==> src/hdl/tsb_pkg.sv <==
// Shared types, operation codes and glyph helpers for the text screen buffer.
package tsb_pkg;

   // Operation codes carried in the request beat.
   localparam logic [2:0] OP_PUT_CHAR    = 3'd0;
   localparam logic [2:0] OP_NEW_LINE    = 3'd1;
   localparam logic [2:0] OP_CLEAR       = 3'd2;
   localparam logic [2:0] OP_MOVE_CURSOR = 3'd3;
   localparam logic [2:0] OP_SHOW_ROW    = 3'd4;

   localparam logic [7:0] SPACE_CHAR         = 8'd32;
   localparam logic [7:0] CURSOR_GLYPH_RESET = 8'd95;

   // Register file: byte address 4*i, so bit 2 selects the register.
   localparam int         CSR_ADDR_WIDTH   = 3;
   localparam logic       REG_CURSOR_GLYPH = 1'b0;

   typedef struct packed {
      logic [2:0]        operation;
      logic [7:0]        ch;
      logic signed [7:0] target_col;
      logic signed [7:0] target_row;
      logic              input_mode;
      logic              blink_on;
   } req_type;

   typedef struct packed {
      logic [7:0] glyph;
      logic [4:0] column;
      logic [1:0] line;
      logic       last;
   } rsp_type;

   // Control characters and the upper half of the byte range display as blanks.
   function automatic logic [7:0] visible_glyph(input logic [7:0] c);
      logic [7:0] g;
      if (c < SPACE_CHAR || c[7]) begin
         g = SPACE_CHAR;
      end else begin
         g = c;
      end
      return g;
   endfunction

endpackage

==> src/hdl/text_screen_buffer_core.sv <==
// Put char without a scroll, move cursor, show row on a clean row and unused codes stay in idle.
// New line to a row that needs no scroll blanks that row; clear blanks all COLUMNS*ROWS cells.
// A scroll (put char past the last cell, new line on the bottom row) moves every row up one,
// then blanks the bottom row. Show row waits out output stalls; each glyph is one cell RAM read.
// Reset is synchronous; afterwards a clearing pass writes spaces over the COLUMNS*ROWS cells,
// one per cycle, during which no request beat is taken.
module text_screen_buffer_core
   import tsb_pkg::*;
#(
   parameter int COLUMNS = 20,
   parameter int ROWS    = 4
)
(
   input  logic                      clock,
   input  logic                      reset,
   input  logic                      req_valid,
   output logic                      req_stall,
   input  req_type                   req_data,
   output logic                      rsp_valid,
   input  logic                      rsp_stall,
   output rsp_type                   rsp_data,
   input  logic                      psel,
   input  logic                      penable,
   input  logic                      pwrite,
   input  logic [CSR_ADDR_WIDTH-1:0] paddr,
   input  logic [31:0]               pwdata,
   output logic [31:0]               prdata,
   output logic                      pready
);

   localparam int CELLS = COLUMNS * ROWS;
   localparam int AW    = $clog2(CELLS);
   localparam int IW    = $clog2(CELLS + 1);
   localparam int CW    = $clog2(COLUMNS);
   localparam int RW    = (ROWS > 1) ? $clog2(ROWS) : 1;

   typedef enum logic [4:0] {
      ST_IDLE      = 5'b00001,
      ST_FILL      = 5'b00010,
      ST_COPY      = 5'b00100,
      ST_SHOW_RD   = 5'b01000,
      ST_SHOW_DATA = 5'b10000
   } state_type;

   state_type         state_ff, state_in;
   logic [CW-1:0]     cur_col_ff, cur_col_in;
   logic [RW-1:0]     cur_row_ff, cur_row_in;
   logic [ROWS-1:0]   dirty_ff, dirty_in;
   logic [IW-1:0]     idx_ff, idx_in;
   logic [IW-1:0]     fill_end_ff, fill_end_in;
   logic [CW-1:0]     x_ff, x_in;
   logic [RW-1:0]     show_row_ff, show_row_in;
   logic [AW-1:0]     show_base_ff, show_base_in;
   logic              show_cur_ff, show_cur_in;
   logic              rsp_valid_ff, rsp_valid_in;
   rsp_type           rsp_data_ff, rsp_data_in;
   logic [7:0]        rdata_ff;

   logic [7:0]        cells_mem [CELLS];
   logic              wr_en;
   logic [AW-1:0]     wr_addr;
   logic [7:0]        wr_data;
   logic              rd_en;
   logic [AW-1:0]     rd_addr;

   logic [7:0]        cursor_glyph;
   logic [AW-1:0]     cur_addr;
   logic              at_last_col;
   logic              at_last_row;
   logic              rsp_free;
   int                tc_i;
   int                tr_i;
   logic [31:0]       col_wide;
   logic [31:0]       row_wide;

   tsb_csr u_csr (
      .clock        (clock),
      .reset        (reset),
      .psel         (psel),
      .penable      (penable),
      .pwrite       (pwrite),
      .paddr        (paddr),
      .pwdata       (pwdata),
      .prdata       (prdata),
      .pready       (pready),
      .cursor_glyph (cursor_glyph)
   );

   assign cur_addr    = AW'(int'(cur_row_ff) * COLUMNS + int'(cur_col_ff));
   assign at_last_col = (int'(cur_col_ff) == COLUMNS - 1);
   assign at_last_row = (int'(cur_row_ff) == ROWS - 1);
   assign rsp_free    = !rsp_valid_ff || !rsp_stall;
   assign tc_i        = int'(req_data.target_col);
   assign tr_i        = int'(req_data.target_row);
   assign col_wide    = 32'(x_ff);
   assign row_wide    = 32'(show_row_ff);

   always_comb begin
      state_in     = state_ff;
      cur_col_in   = cur_col_ff;
      cur_row_in   = cur_row_ff;
      dirty_in     = dirty_ff;
      idx_in       = idx_ff;
      fill_end_in  = fill_end_ff;
      x_in         = x_ff;
      show_row_in  = show_row_ff;
      show_base_in = show_base_ff;
      show_cur_in  = show_cur_ff;
      rsp_valid_in = rsp_valid_ff && rsp_stall;
      rsp_data_in  = rsp_data_ff;
      wr_en        = 1'b0;
      wr_addr      = '0;
      wr_data      = SPACE_CHAR;
      rd_en        = 1'b0;
      rd_addr      = '0;

      unique case (state_ff)
         ST_IDLE: begin
            if (req_valid) begin
               case (req_data.operation)
                  OP_PUT_CHAR: begin
                     wr_en               = 1'b1;
                     wr_addr             = cur_addr;
                     wr_data             = req_data.ch;
                     dirty_in[cur_row_ff] = 1'b1;
                     if (at_last_col) begin
                        cur_col_in = '0;
                        if (at_last_row) begin
                           // Past the last cell: scroll, the cursor stays on the bottom row.
                           dirty_in    = '1;
                           idx_in      = IW'(COLUMNS);
                           fill_end_in = IW'(CELLS - 1);
                           state_in    = ST_COPY;
                        end else begin
                           cur_row_in = cur_row_ff + 1'b1;
                        end
                     end else begin
                        cur_col_in = cur_col_ff + 1'b1;
                     end
                  end
                  OP_NEW_LINE: begin
                     cur_col_in = '0;
                     if (at_last_row) begin
                        // The scroll blanks the bottom row, which is the new cursor row.
                        dirty_in    = '1;
                        idx_in      = IW'(COLUMNS);
                        fill_end_in = IW'(CELLS - 1);
                        state_in    = ST_COPY;
                     end else begin
                        cur_row_in                  = cur_row_ff + 1'b1;
                        dirty_in[cur_row_ff + 1'b1] = 1'b1;
                        idx_in      = IW'((int'(cur_row_ff) + 1) * COLUMNS);
                        fill_end_in = IW'((int'(cur_row_ff) + 2) * COLUMNS - 1);
                        state_in    = ST_FILL;
                     end
                  end
                  OP_CLEAR: begin
                     cur_col_in  = '0;
                     cur_row_in  = '0;
                     dirty_in    = '1;
                     idx_in      = '0;
                     fill_end_in = IW'(CELLS - 1);
                     state_in    = ST_FILL;
                  end
                  OP_MOVE_CURSOR: begin
                     if (tc_i < 0) begin
                        cur_col_in = '0;
                     end else if (tc_i >= COLUMNS) begin
                        cur_col_in = CW'(COLUMNS - 1);
                     end else begin
                        cur_col_in = CW'(tc_i);
                     end
                     if (tr_i < 0) begin
                        cur_row_in = '0;
                     end else if (tr_i >= ROWS) begin
                        cur_row_in = RW'(ROWS - 1);
                     end else begin
                        cur_row_in = RW'(tr_i);
                     end
                  end
                  OP_SHOW_ROW: begin
                     if (tr_i >= 0 && tr_i < ROWS) begin
                        if (dirty_ff[RW'(tr_i)] ||
                            (req_data.input_mode && (RW'(tr_i) == cur_row_ff))) begin
                           dirty_in[RW'(tr_i)] = 1'b0;
                           show_row_in  = RW'(tr_i);
                           show_base_in = AW'(tr_i * COLUMNS);
                           show_cur_in  = req_data.input_mode && req_data.blink_on &&
                                          (RW'(tr_i) == cur_row_ff);
                           x_in         = '0;
                           state_in     = ST_SHOW_RD;
                        end
                     end
                  end
                  default: begin
                  end
               endcase
            end
         end
         ST_COPY: begin
            // Each write stores the cell read in the previous cycle, one row above where it was read.
            if (idx_ff < IW'(CELLS)) begin
               rd_en   = 1'b1;
               rd_addr = idx_ff[AW-1:0];
            end
            if (idx_ff > IW'(COLUMNS)) begin
               wr_en   = 1'b1;
               wr_addr = AW'(int'(idx_ff) - COLUMNS - 1);
               wr_data = rdata_ff;
            end
            if (idx_ff == IW'(CELLS)) begin
               idx_in   = IW'(CELLS - COLUMNS);
               state_in = ST_FILL;
            end else begin
               idx_in = idx_ff + 1'b1;
            end
         end
         ST_FILL: begin
            wr_en   = 1'b1;
            wr_addr = idx_ff[AW-1:0];
            wr_data = SPACE_CHAR;
            if (idx_ff == fill_end_ff) begin
               state_in = ST_IDLE;
            end else begin
               idx_in = idx_ff + 1'b1;
            end
         end
         ST_SHOW_RD: begin
            rd_en    = 1'b1;
            rd_addr  = show_base_ff + AW'(x_ff);
            state_in = ST_SHOW_DATA;
         end
         ST_SHOW_DATA: begin
            if (rsp_free) begin
               rsp_valid_in = 1'b1;
               if (show_cur_ff && (x_ff == cur_col_ff)) begin
                  rsp_data_in.glyph = cursor_glyph;
               end else begin
                  rsp_data_in.glyph = visible_glyph(rdata_ff);
               end
               rsp_data_in.column = col_wide[4:0];
               rsp_data_in.line   = row_wide[1:0];
               rsp_data_in.last   = (int'(x_ff) == COLUMNS - 1);
               if (int'(x_ff) == COLUMNS - 1) begin
                  state_in = ST_IDLE;
               end else begin
                  x_in     = x_ff + 1'b1;
                  state_in = ST_SHOW_RD;
               end
            end
         end
         default: begin
            state_in = ST_IDLE;
         end
      endcase
   end

   always_ff @(posedge clock) begin
      if (reset) begin
         state_ff     <= ST_FILL;
         cur_col_ff   <= '0;
         cur_row_ff   <= '0;
         dirty_ff     <= '1;
         idx_ff       <= '0;
         fill_end_ff  <= IW'(CELLS - 1);
         x_ff         <= '0;
         rsp_valid_ff <= 1'b0;
      end else begin
         state_ff     <= state_in;
         cur_col_ff   <= cur_col_in;
         cur_row_ff   <= cur_row_in;
         dirty_ff     <= dirty_in;
         idx_ff       <= idx_in;
         fill_end_ff  <= fill_end_in;
         x_ff         <= x_in;
         rsp_valid_ff <= rsp_valid_in;
      end
   end

   always_ff @(posedge clock) begin
      show_row_ff  <= show_row_in;
      show_base_ff <= show_base_in;
      show_cur_ff  <= show_cur_in;
      rsp_data_ff  <= rsp_data_in;
   end

   // Cell RAM: one write port and one registered read port.
   always_ff @(posedge clock) begin
      if (wr_en) begin
         cells_mem[wr_addr] <= wr_data;
      end
      if (rd_en) begin
         rdata_ff <= cells_mem[rd_addr];
      end
   end

   assign req_stall = (state_ff != ST_IDLE);
   assign rsp_valid = rsp_valid_ff;
   assign rsp_data  = rsp_data_ff;

endmodule

==> src/hdl/tsb_csr.sv <==
// Configuration register block: holds the cursor glyph behind the APB-style port.
module tsb_csr
   import tsb_pkg::*;
(
   input  logic                      clock,
   input  logic                      reset,
   input  logic                      psel,
   input  logic                      penable,
   input  logic                      pwrite,
   input  logic [CSR_ADDR_WIDTH-1:0] paddr,
   input  logic [31:0]               pwdata,
   output logic [31:0]               prdata,
   output logic                      pready,
   output logic [7:0]                cursor_glyph
);

   logic [7:0] glyph_ff;
   logic [7:0] glyph_in;
   logic       sel_glyph;

   assign sel_glyph = (paddr[2] == REG_CURSOR_GLYPH);
   assign pready    = 1'b1;

   always_comb begin
      glyph_in = glyph_ff;
      if (psel && penable && pwrite && pready && sel_glyph) begin
         glyph_in = pwdata[7:0];
      end
   end

   always_ff @(posedge clock) begin
      if (reset) begin
         glyph_ff <= CURSOR_GLYPH_RESET;
      end else begin
         glyph_ff <= glyph_in;
      end
   end

   assign prdata       = sel_glyph ? {24'd0, glyph_ff} : 32'd0;
   assign cursor_glyph = glyph_ff;

endmodule

==> config.mk <==
export PLATFORM = sky130hd
export DESIGN_NAME = text_screen_buffer_core
export DESIGN_NICKNAME = d
export VERILOG_FILES = /design/src/hdl/tsb_pkg.sv /design/src/hdl/text_screen_buffer_core.sv /design/src/hdl/tsb_csr.sv
export SDC_FILE = /design/constraint.sdc
export NUM_CORES = 1
export LEC_CHECK = 0
export BUFFER_PORTS_ARGS = -buffer_cell sky130_fd_sc_hd__buf_2
export CELL_PAD_IN_SITES_DETAIL_PLACEMENT = 1
export CELL_PAD_IN_SITES_GLOBAL_PLACEMENT = 2
export CORE_ASPECT_RATIO = 0.9
export CORE_MARGIN = 5
export CORE_UTILIZATION = 39
export CTS_CLUSTER_SIZE = 30
export DETAILED_ROUTE_END_ITERATION = 7
export PLACE_DENSITY = 0.83
export SETUP_SLACK_MARGIN = 0.1
export SLEW_MARGIN = 25
export SYNTH_ARGS = -nofsm -noshare
export SYNTH_HDL_FRONTEND = slang
export SYNTH_SLANG_ARGS = --single-unit
==> constraint.sdc <==
create_clock -name clock -period 4.9 [get_ports clock]
set_clock_uncertainty 0.1 [all_clocks]
set_input_delay 1.47 -clock clock [delete_from_list [all_inputs] [get_ports clock]]
set_output_delay 1.47 -clock clock [all_outputs]
set_load 0.05 [all_outputs]
; Yosys cells after proc, flatten, opt, wreduce, memory -nomap -nowiden
; Memories as Yosys holds them, arrays and structs flattened. A register that Yosys moved wholly into a read port is not among the register bits.
; Index checks and enable logic that the tools add are counted.
[op_classes]
n_addsub = 11
n_mul = 4
div = 0
order_cmp = 15
n_eq_ne = 36
shift = 0
mux = 78
bitwise = 5
n_reduce_logical = 34
[op_table]
columns = cell, count
row1 = $mux 7, 13
row2 = $mux 5, 17
row3 = $pmux 7 s3, 4
row4 = $mux 8, 6
row5 = $pmux 5 s5, 1
row6 = $mux 4, 6
row7 = $ne 2x2->1 const B, 12
row8 = $pmux 5 s4, 1
row9 = $lt 8x1->1 const B, 2
row10 = $pmux 4 s4, 1
row11 = $pmux 8 s2, 1
row12 = $eq 5x5->1 const B, 3
row13 = $pmux 5 s3, 1
row14 = $reduce_and 5->1, 3
row15 = $add 7x5->7, 2
row16 = $pmux 7 s2, 1
row17 = $mux 1, 13
row18 = $logic_and 1x1->1, 12
row19 = $ne 3x3->1 const B, 4
row20 = $add 5x1->5 const B, 2
row21 = $mul 3x3->5 const B, 2
row22 = $ne 5x1->1 const B, 2
row23 = $pmux 5 s2, 1
row24 = $reduce_and 9->1, 1
row25 = 56 further kinds, 72
[totals]
ff_bits = 68
latch_bits = 0
mem_bits_rw = 640
romBits = 0
inputBits = 71
word_cells = 200
memories = 1
[memory_table]
columns = memory, words, width, rd, rd_ports_with_merged_regs, write_ports, line_no
row1 = cells_mem, 80, 8, 1, 1, 1, text_screen_buffer_core.sv:59  ; logic [7:0] cells_mem [CELLS];

; Longest topological paths before layout
; Gate-level depths: netlist of run 1.
[depth]
depth_word = 9
ltp_mapped = 13
depth_no_buf = 10

; Modules after synthesis
; A second synthesis of run 1 with hierarchy kept.
[unflattened]
cells_unflattened = 2354
area_unflattened_um2 = 30191.5
[by_module_without_submodules]
columns = mod, n_inst, cells_each, area_per_inst_um2, seq_area_each_um2
row1 = text_screen_buffer_core, 1, 2284, 29590.9, 20799.9
row2 = tsb_csr, 1, 70, 600.6, 160.2

; Worst setup path after synthesis of run 1
; OpenSTA, ideal clock, no wires.
[synth_timing]
kind = register to register
startpoint = reg state_ff[4]
endpoint = mem cells_mem[0][5], data pin
arrival_ps = 4105
t_required_ps = 3975
setup_slack_ps = -131
path_stages_with_launch = 5
synth_period_minus_slack_ps = 5031
path_cell_list = dfxtp_1 nor3_2 nand2_1 buf_2 o21ai_0
[synth_via]
elab_chain_cells = 2
elab_cells_between_ends = 3
[synth_lines]
columns = item, line_no
row1 = "start, declared", text_screen_buffer_core.sv:45  ; state_type state_ff, state_in;
row2 = "start signal, assigned", text_screen_buffer_core.sv:269  ; state_ff <= state_in;
row3 = $eq 5x3->1 or $eq 5x1->1 (tied branches), text_screen_buffer_core.sv:117  ; unique case (state_ff)
row4 = $pmux 8 s2 (*), text_screen_buffer_core.sv:117
row5 = net wr_data[5], text_screen_buffer_core.sv:62  ; logic [7:0] wr_data;
row6 = "end, declared", text_screen_buffer_core.sv:59
; The timed path passes the listed nets; every way through them passes the cells marked *.

; Final worst setup path of run 1
[layout_timing]
startpoint = reg x_ff[2]
endpoint = reg rdata_ff[7], read port of cells_mem, data pin
[layout_via]
elab_chain_cells = 2
[layout_lines]
columns = item, line_no
row1 = "start, declared", text_screen_buffer_core.sv:51  ; logic [CW-1:0] x_ff, x_in;
row2 = "start signal, assigned", text_screen_buffer_core.sv:275  ; x_ff <= x_in;
row3 = $add 7x5->7, text_screen_buffer_core.sv:230  ; rd_addr = show_base_ff + AW'(x_ff);
row4 = $pmux 7 s2, text_screen_buffer_core.sv:117
row5 = "end, declared", text_screen_buffer_core.sv:57  ; logic [7:0] rdata_ff;
; No other way between the ends.
; A chain may end at the register's enable or synchronous reset.

==> results.cfg, run 1 <==
[synth]
muxShareOfSynthArea_pct = 1.75
synth_compound_area_share_pct = 8.54
synth-xor-area-share_pct = 0.787
synth_top_area_share_pct = 67.0
async_flop_share_pct = 0
ys.flop_type = edfxtp_1
ys_top_cells_by_area = edfxtp_1 (67%), nand2_1 (6.5%), nand3_1 (2.9%)
synth_top_family_by_area = simple AND/OR/NAND/NOR gates
synth_adder_area_share_pct = 0.925
ys_seq_area_share_pct = 69.8
ys_types = 80
synth_cells = 2379
synth_edf_count = 670
synthSimpleGateAreaFrac_pct = 15.2
yosys_warnings = 0
synthesis.area_um2 = 30000
synth.avg_cell_area_um2 = 12.6
ys_ff_latch = 712
synth_area_leader_cell = edfxtp_1

[timing]
setup_tns_ps = 0
rsz0062_at_grt = false
fmax_ghz = 0.222
setup_violations = 0
final_hold_viol_count = 0
period_needed_ps = 4490
slew_headroom_pct = 27.0
tightest_slew_ps = 1090
hold_ws_ps = 374
report.final.slew_viol_count = 0
post-route-period-util_pct = 91.7

[setup_path]
cp-end-kind = flip-flop
r2r-start = x_ff[2]
critPathKind = flip-flop to flip-flop
crit_fanout = 9
path_buf_inv = 1
startpoint = x_ff[2]
crit_family = compound AO/OA/AOI/OAI gates
cpMaxStageDelayCell = a32o_1
critPathMostFrequentCell = nor4_1
crit_chain = ha_1, fa_1, xor2_1, a32o_1, nand2_1, a311oi_1, nor4_1, buf_4, nor4_1, or4b_1
startpoint_type = flip-flop
arrival_ps = 4840
cp.required_ps = 5240
slowest_delay_ps = 760

[cts]
path_clk_slew_ps = 60
root_buffer = clkbuf_16
postCtsSetupBuffers = 0
cts_sinks = 712
clockBufferDepth = 3
numCtsBuffers = 75
clk-insertion-delay-late_ps = 630
htreeDepth = 3
cts_hold_buf = 0
post_cts_resized = 0
cts_tree = built

[final_layout]
drive_above_1_share_pct = 14.4
seq_area_um2 = 21000
nFillCells = 7826
nets = 2641
multiInputGateArea_um2 = 8330
syn_to_final_growth_pct = 15.9

[min_path]
worstHoldStart = fill_end_ff[4]
hold_path.class = flip-flop to flip-flop

[routing]
drc = 0
drt_iter0_drc = 1934
vias = 20885
antenna_left = 0
wl_per_cell_um = 25.1
routed_wl_mm = 91.5
first_pass_iters = 7
routed_via_density = 5.74

[floorplanning]
initial_core_util_pct = 39.4
ioPinCount = 122
core_area_um2 = 76300
num_rows = 96
die_w_um = 303
die_area_um2 = 82700
fp.dieH_um = 273

[global_route]
grt_first_pass_wirelength_mm = 137
grt_pass1_vias = 21535
track_usage_pct = 21.8
grt_overflow = 0
grt_max_degree = 81
grt_antenna_before_repair = 5

[power]
p_per_area_nw_per_um2 = 375
p_leak_nw = 12.5
p_total_mw = 13.0
worst_ir_drop_vdd_mv = 0.212

[outcome]
status = completed

[placed_design]
dpl.hpwl_mm = 59.0
io_buffers = 70
gp_congestion = 0.878

[job]
drv_cap = 0
## state kept, by name, indices dropped and copies added (netlist names)
signal              count
fill_end_ff             5
show_row_ff             1
cells_mem             640
x_ff                    5
rsp_data               16
dirty_ff                4
show_cur_ff             1
state_ff                5
cur_col_ff              5
rsp_valid               1
idx_ff                  7
u_csr.cursor_glyph      8
cur_row_ff              2
show_base_ff            4
rdata_ff                8
## synthesized netlist by cell type, types with 8 or more instances
| library cell | number |
|---|---|
| clkbuf_1 | 51 |
| a31oi_1 | 66 |
| a211o_1 | 12 |
| nand2_1 | 523 |
| and3_1 | 47 |
| nor2_1 | 150 |
| nor4_1 | 16 |
| o21ai_0 | 42 |
| buf_1 | 15 |
| nor3_1 | 18 |
| edfxtp_1 | 670 |
| nand4_1 | 27 |
| inv_1 | 19 |
| a32oi_1 | 41 |
| mux2i_1 | 49 |
| buf_2 | 57 |
| a32o_1 | 8 |
| a22oi_1 | 8 |
| nand4b_1 | 11 |
| xnor2_1 | 18 |
| dfxtp_1 | 42 |
| xor2_1 | 9 |
| nand2b_1 | 8 |
| a211oi_1 | 45 |
| nand3_1 | 174 |
| ha_1 | 19 |
| buf_4 | 30 |
| a21oi_1 | 63 |
## metrics by stage
stage	std cells	instance area [um^2]	setup WS [ps]	util, %
6_report	3641	34800	405	45.6
5_1_grt	3640	34800	362	45.6
4_1_cts	3640	34800	634	45.6
3_5_place_dp	3501	32300	203	42.4
3_3_place_gp	3499	32300	250	42.3
2_1_floorplan	2402	30100	789	-
## worst paths after layout
path                                  endpoint  slack [ps]  cells after the start
worst min register to register  fill_end_ff[4]         370                      2
worst min-delay path            fill_end_ff[4]         370                      2
worst max-delay path               rdata_ff[7]         410                     10
worst max register to register     rdata_ff[7]         410                     10
## worst reg2reg max path, delay by kind of cell (launching register included)
kind | cells | cell delay (ps)
and+or+nand+nor | 4 | 1180
buffers and inverters | 1 | 200
adders and majority gates | 2 | 670
DFF | 1 | 400
AOI/OAI and AO/OA | 2 | 1340
xor gates and xnor gates | 1 | 410
## layer usage
layer | GRT usage, % | vias to the layer above | share of wire, %
met3 | 4.16 | 191 | 7.8
met2 | 34.9 | 865 | 46
met5 | 0 | - | 0.060
met4 | 6.95 | 8 | 3.4
met1 | 30.3 | 10624 | 42
li1 | - | 9197 | -
## area by class of cell
| type | count | area share [%] |
|---|---|---|
| Multi-Input combinational cell | 1511 | 23.9 |
| Antenna cell | 1 | 0.00719 |
| Sequential cell | 712 | 60.2 |
| Inverter | 19 | 0.205 |
| Clock buffer | 91 | 5.62 |
| Clock inverter | 48 | 1.46 |
| Timing Repair Buffer | 230 | 4.86 |
| Tap cell | 1029 | 3.70 |
## cells by family (layout without fill, tap and decap cells)
family                   Yosys count  in the layout
flip-flops                       712            712
XOR/XNOR                          27             27
multiplexers                      51             51
AO/OA/AOI/OAI                    364            364
buffers and inverters            179            388
other                              2             26
adder cells (fa/ha/maj)           21             21
AND/OR/NAND/NOR                 1023           1023
## power by group
part	switching (mW)	internal [mW]
Combinational	0.459	0.185
Sequential	0.0391	6.64
Clock	2.41	3.30
Total	2.91	10.1
## cells in the final DEF, fill, tap and decap left out, types with 6 or more instances in the layout
master	instances
edfxtp_1	670
nand2_1	521
nand3_1	174
nor2_1	150
buf_4	149
clkbuf_16	75
buf_2	70
a31oi_1	66
a21oi_1	63
mux2i_1	49
and3_1	47
a211oi_1	45
dfxtp_1	42
o21ai_0	41
a32oi_1	41
nand4_1	27
conb_1	25
inv_1	19
ha_1	19
clkinv_1	19
xnor2_1	18
nor3_1	17
nor4_1	16
clkbuf_1	14
a211o_1	12
nand4b_1	11
clkinv_2	10
xor2_1	9
buf_12	9
a32o_1	8
nand2b_1	8
a22oi_1	8
bufinv_16	8
nor2b_1	7
a22o_2	7
o22ai_1	7
o2111ai_1	7
a21o_1	6
a311oi_1	6
Note: power is estimated with default switching activity, not from simulation.
==> inputs of run 2 (changes only) <==
- PLACE_DENSITY: 0.83 -> default
- PLACE_DENSITY_LB_ADDON: default -> 0.1
==> results.cfg, run 2 (same netlist as run 1, synthesis figures left out) <==
[global_route]
grt_max_degree = 81
grt_pass1_vias = 20713
grt_overflow = 0
grt_first_pass_wirelength_mm = 137
track_usage_pct = 22.2
grt_antenna_before_repair = 2

[outcome]
status = completed

[setup_path]
critPathKind = flip-flop to flip-flop
crit_fanout = 9
rr_worst_depth = 11
crit_chain = ha_1, fa_1, xor2_1, a32o_1, buf_4, nand2_1, buf_4, a31oi_1, nor4_1, buf_4, or4b_1
cpMaxStageDelayCell = a32o_1
arrival_ps = 4520
path_buf_inv = 3
startpoint_type = flip-flop
slowest_delay_ps = 650
cp-end-kind = flip-flop
critPathMostFrequentCell = buf_4
cp.required_ps = 5100
crit_cells = 11
crit_family = compound AO/OA/AOI/OAI gates
reg2reg_slack_ps = 580

[final_layout]
final_cell_area_um2 = 34900
drive_above_1_share_pct = 14.9
final_common_cell = edfxtp_1
nets = 2663
antenna_cells = 0
syn_to_final_growth_pct = 16.3
final_cells = 3657
largest_register_ffs = 640
most-common-layout-cells = edfxtp_1 (670), nand2_1 (521), nand3_1 (174)
top_register = cells_mem

[floorplanning]
initial_core_util_pct = 39.4
fp.dieH_um = 273
core_area_um2 = 76300
die_area_um2 = 82700
ioPinCount = 122
die_w_um = 303
num_rows = 96

[timing]
setup_tns_ps = 0
report.final.slew_viol_count = 0
final_hold_viol_count = 0
tightest_slew_ps = 917
setup_violations = 0
fmax_ghz = 0.232
slew_headroom_pct = 38.1
rsz0062_at_grt = false
post-route-period-util_pct = 88.1
period_needed_ps = 4320

[placed_design]
dpl.hpwl_mm = 61.2
io_buffers = 70
gp_congestion = 0.805
post_dp_cell_area_um2 = 32500
place_inst = 3519

[routing]
routed_via_density = 5.57
drc = 0
routed_wl_mm = 93.3
first_pass_iters = 5
wl_per_cell_um = 25.5
drt_iter0_drc = 1539
antenna_left = 0
vias = 20361

[job]
drv_cap = 0

[cts]
clk-insertion-delay-late_ps = 630
cts_hold_buf = 0
root_buffer = clkbuf_16
postCtsSetupBuffers = 0
cts_tree = built
htreeDepth = 3
cts_sinks = 712
clockBufferDepth = 3
post_cts_resized = 0
path_clk_slew_ps = 60
numCtsBuffers = 78

[min_path]
hold_path.class = flip-flop to flip-flop
worstHoldPathCells = 2

[power]
p_total_mw = 12.9
p_per_area_nw_per_um2 = 368
p_leak_nw = 12.6
worst_ir_drop_vdd_mv = 0.279
## run 2: worst register-to-register path: stages (launching register included)
cell and delay (ps):
dfxtp_1 390, ha_1 260, fa_1 410, xor2_1 370, a32o_1 650, buf_4 240, nand2_1 70, buf_4 190
a31oi_1 410, nor4_1 140, buf_4 170, or4b_1 630
## run 2: power by group
part / switching (mW) / internal [mW]
combinational: 0.425 / 0.178
clock: 2.38 / 3.20
sequential: 0.0319 / 6.65
total: 2.83 / 10.0
## run 2: routing by layer
metal,GRT usage [%],vias up,wire (um)
li1,-,9238,-
met2,35.3,489,43100
met5,0,-,0
met4,5.78,0,2360
met3,3.69,135,5080
met1,31.8,10499,42800
## run 2: area by class of cell
type                    instances  area (um^2)
clock buffers                 103         2120
flip-flops and latches        712        21000
well taps                    1029         1290
fillers                      7837        41300
clock inverters                34          260
inverters                      19         71.3
repair buffers                249         1850
multi-input cells            1511         8380
## run 2: final timing paths
check / start / end
worst max-delay path: x_ff[2] / rdata_ff[7]
worst min-delay path: dirty_ff[0] / dirty_ff[0]
worst max register to register: x_ff[2] / rdata_ff[7]
worst min register to register: dirty_ff[0] / dirty_ff[0]
## run 2: metrics by stage
| stage | hold slack [ps] | utilization [%] | setup slack (ps) |
|---|---|---|---|
| after CTS | 391 | 45.7 | 581 |
| after global routing | 398 | 45.8 | 405 |
| after floorplan | 331 | - | 789 |
| after global placement | 361 | 42.6 | 359 |
| final | 385 | 45.8 | 582 |
| after detailed placement | 376 | 42.6 | 352 |
==> inputs of run 3 (changes only) <==
- CORE_ASPECT_RATIO: 0.9 -> 1.2
==> results.cfg, run 3 (same netlist as run 1, synthesis figures left out) <==
[floorplanning]
die_area_um2 = 82700
fp.dieH_um = 314
num_rows = 111
initial_core_util_pct = 39.3
core_area_um2 = 76400
ioPinCount = 122
die_w_um = 263

[timing]
report.final.slew_viol_count = 0
tightest_slew_ps = 875
setup_tns_ps = 0
hold_ws_ps = 359
rsz0062_at_grt = false
post-route-period-util_pct = 84.9
setup_violations = 0
final_hold_viol_count = 0
slew_headroom_pct = 41.7
fmax_ghz = 0.240
period_needed_ps = 4160

[placed_design]
gp_congestion = 0.840
dpl.hpwl_mm = 62.7
io_buffers = 70

[global_route]
grt.met3_usage_pct = 3.55
grt_antenna_before_repair = 4
track_usage_pct = 22.6
met2_usage_pct = 39.3
grtUsageMet1_pct = 30.0
grt_overflow = 0
grt_pass1_vias = 21019
grt_max_degree = 81
grt_first_pass_wirelength_mm = 141
busiest_layer = met2

[cts]
numCtsBuffers = 76
clockBufferDepth = 3
clk-insertion-delay-late_ps = 640
root_buffer = clkbuf_16
post_cts_resized = 0
postCtsSetupBuffers = 0
path_clk_slew_ps = 60
cts_sinks = 712
htreeDepth = 3
cts_hold_buf = 0
cts_tree = built

[setup_path]
startpoint_type = flip-flop
cp-end-kind = flip-flop
cp.required_ps = 5120
crit_fanout = 7
arrival_ps = 4380
critPathKind = flip-flop to flip-flop

[power]
p_leak_nw = 12.6
p_per_area_nw_per_um2 = 374
worst_ir_drop_vdd_mv = 0.254
p_total_mw = 13.1

[routing]
vias = 20207
routed_wl_mm = 95.3
wl_per_cell_um = 26.2
antenna_left = 0
drt_iter0_drc = 1618
drc = 0
first_pass_iters = 5
routed_via_density = 5.55

[final_layout]
final_common_cell = edfxtp_1
seq_area_um2 = 21000
top_register = cells_mem
multiInputGateArea_um2 = 8370
syn_to_final_growth_pct = 16.5
nFillCells = 7932
drive_above_1_share_pct = 14.7
nets = 2658
most-common-layout-cells = edfxtp_1 (670), nand2_1 (521), nand3_1 (174)
finish.utilization_pct = 45.8
largest_register_ffs = 640

[min_path]
hold_path.class = flip-flop to flip-flop

[job]
drv_cap = 0

[outcome]
status = completed
-- run 3: changes by cell type in the layout (fill, tap and decap cells not counted), moves of 2 or more --
cell,delta
bufinv_16,+5
clkinv_1,+4
clkbuf_8,-2
clkbuf_1,-4
clkinv_2,-5
buf_4,-5
-- run 3: per-stage QoR --
step / setup WS [ps] / area, um^2 / cells
6_report: 738 / 35000 / 3640
5_1_grt: 582 / 35000 / 3639
4_1_cts: 726 / 35000 / 3639
3_5_place_dp: 319 / 32500 / 3505
3_3_place_gp: 386 / 32500 / 3503
2_1_floorplan: 789 / 30100 / 2402
-- run 3: cell type report --
type / count / area share [%]
clock buffer: 96 / 5.86
multi-input combinational: 1511 / 23.9
timing repair buffer: 246 / 5.32
inverter: 19 / 0.204
antenna: 1 / 0.00715
tap: 1017 / 3.64
sequential: 712 / 59.9
clock inverter: 38 / 1.17
-- run 3: worst max-delay path: stages (launching register included) --
cell and delay, ps:
dfxtp_1 390, ha_1 270, fa_1 410, xor2_1 430, a32o_1 530, o41ai_1 250, nor4_1 570, nor4_1 220
or4b_1 670
-- run 3: worst paths after layout --
| kind | startpoint | to | slack [ps] | depth (start not counted) |
|---|---|---|---|---|
| worst max-delay path | x_ff[2] | rdata_ff[7] | 740 | 8 |
| worst min-delay path | show_row_ff[0] | rsp_data[1] | 360 | 0 |
| worst max register to register | x_ff[2] | rdata_ff[7] | 740 | 8 |
| worst min register to register | show_row_ff[0] | rsp_data[1] | 360 | 0 |
-- run 3: where the power goes --
part | internal, mW | switching [mW]
Clock | 3.38 | 2.39
Combinational | 0.183 | 0.451
Sequential | 6.64 | 0.0352
-- run 3: routing by layer --
metal	share of wire (%)	up-vias
met4	2.2	4
met3	4.7	120
met5	0.028	-
met1	43	10383
met2	50	477
li1	-	9223
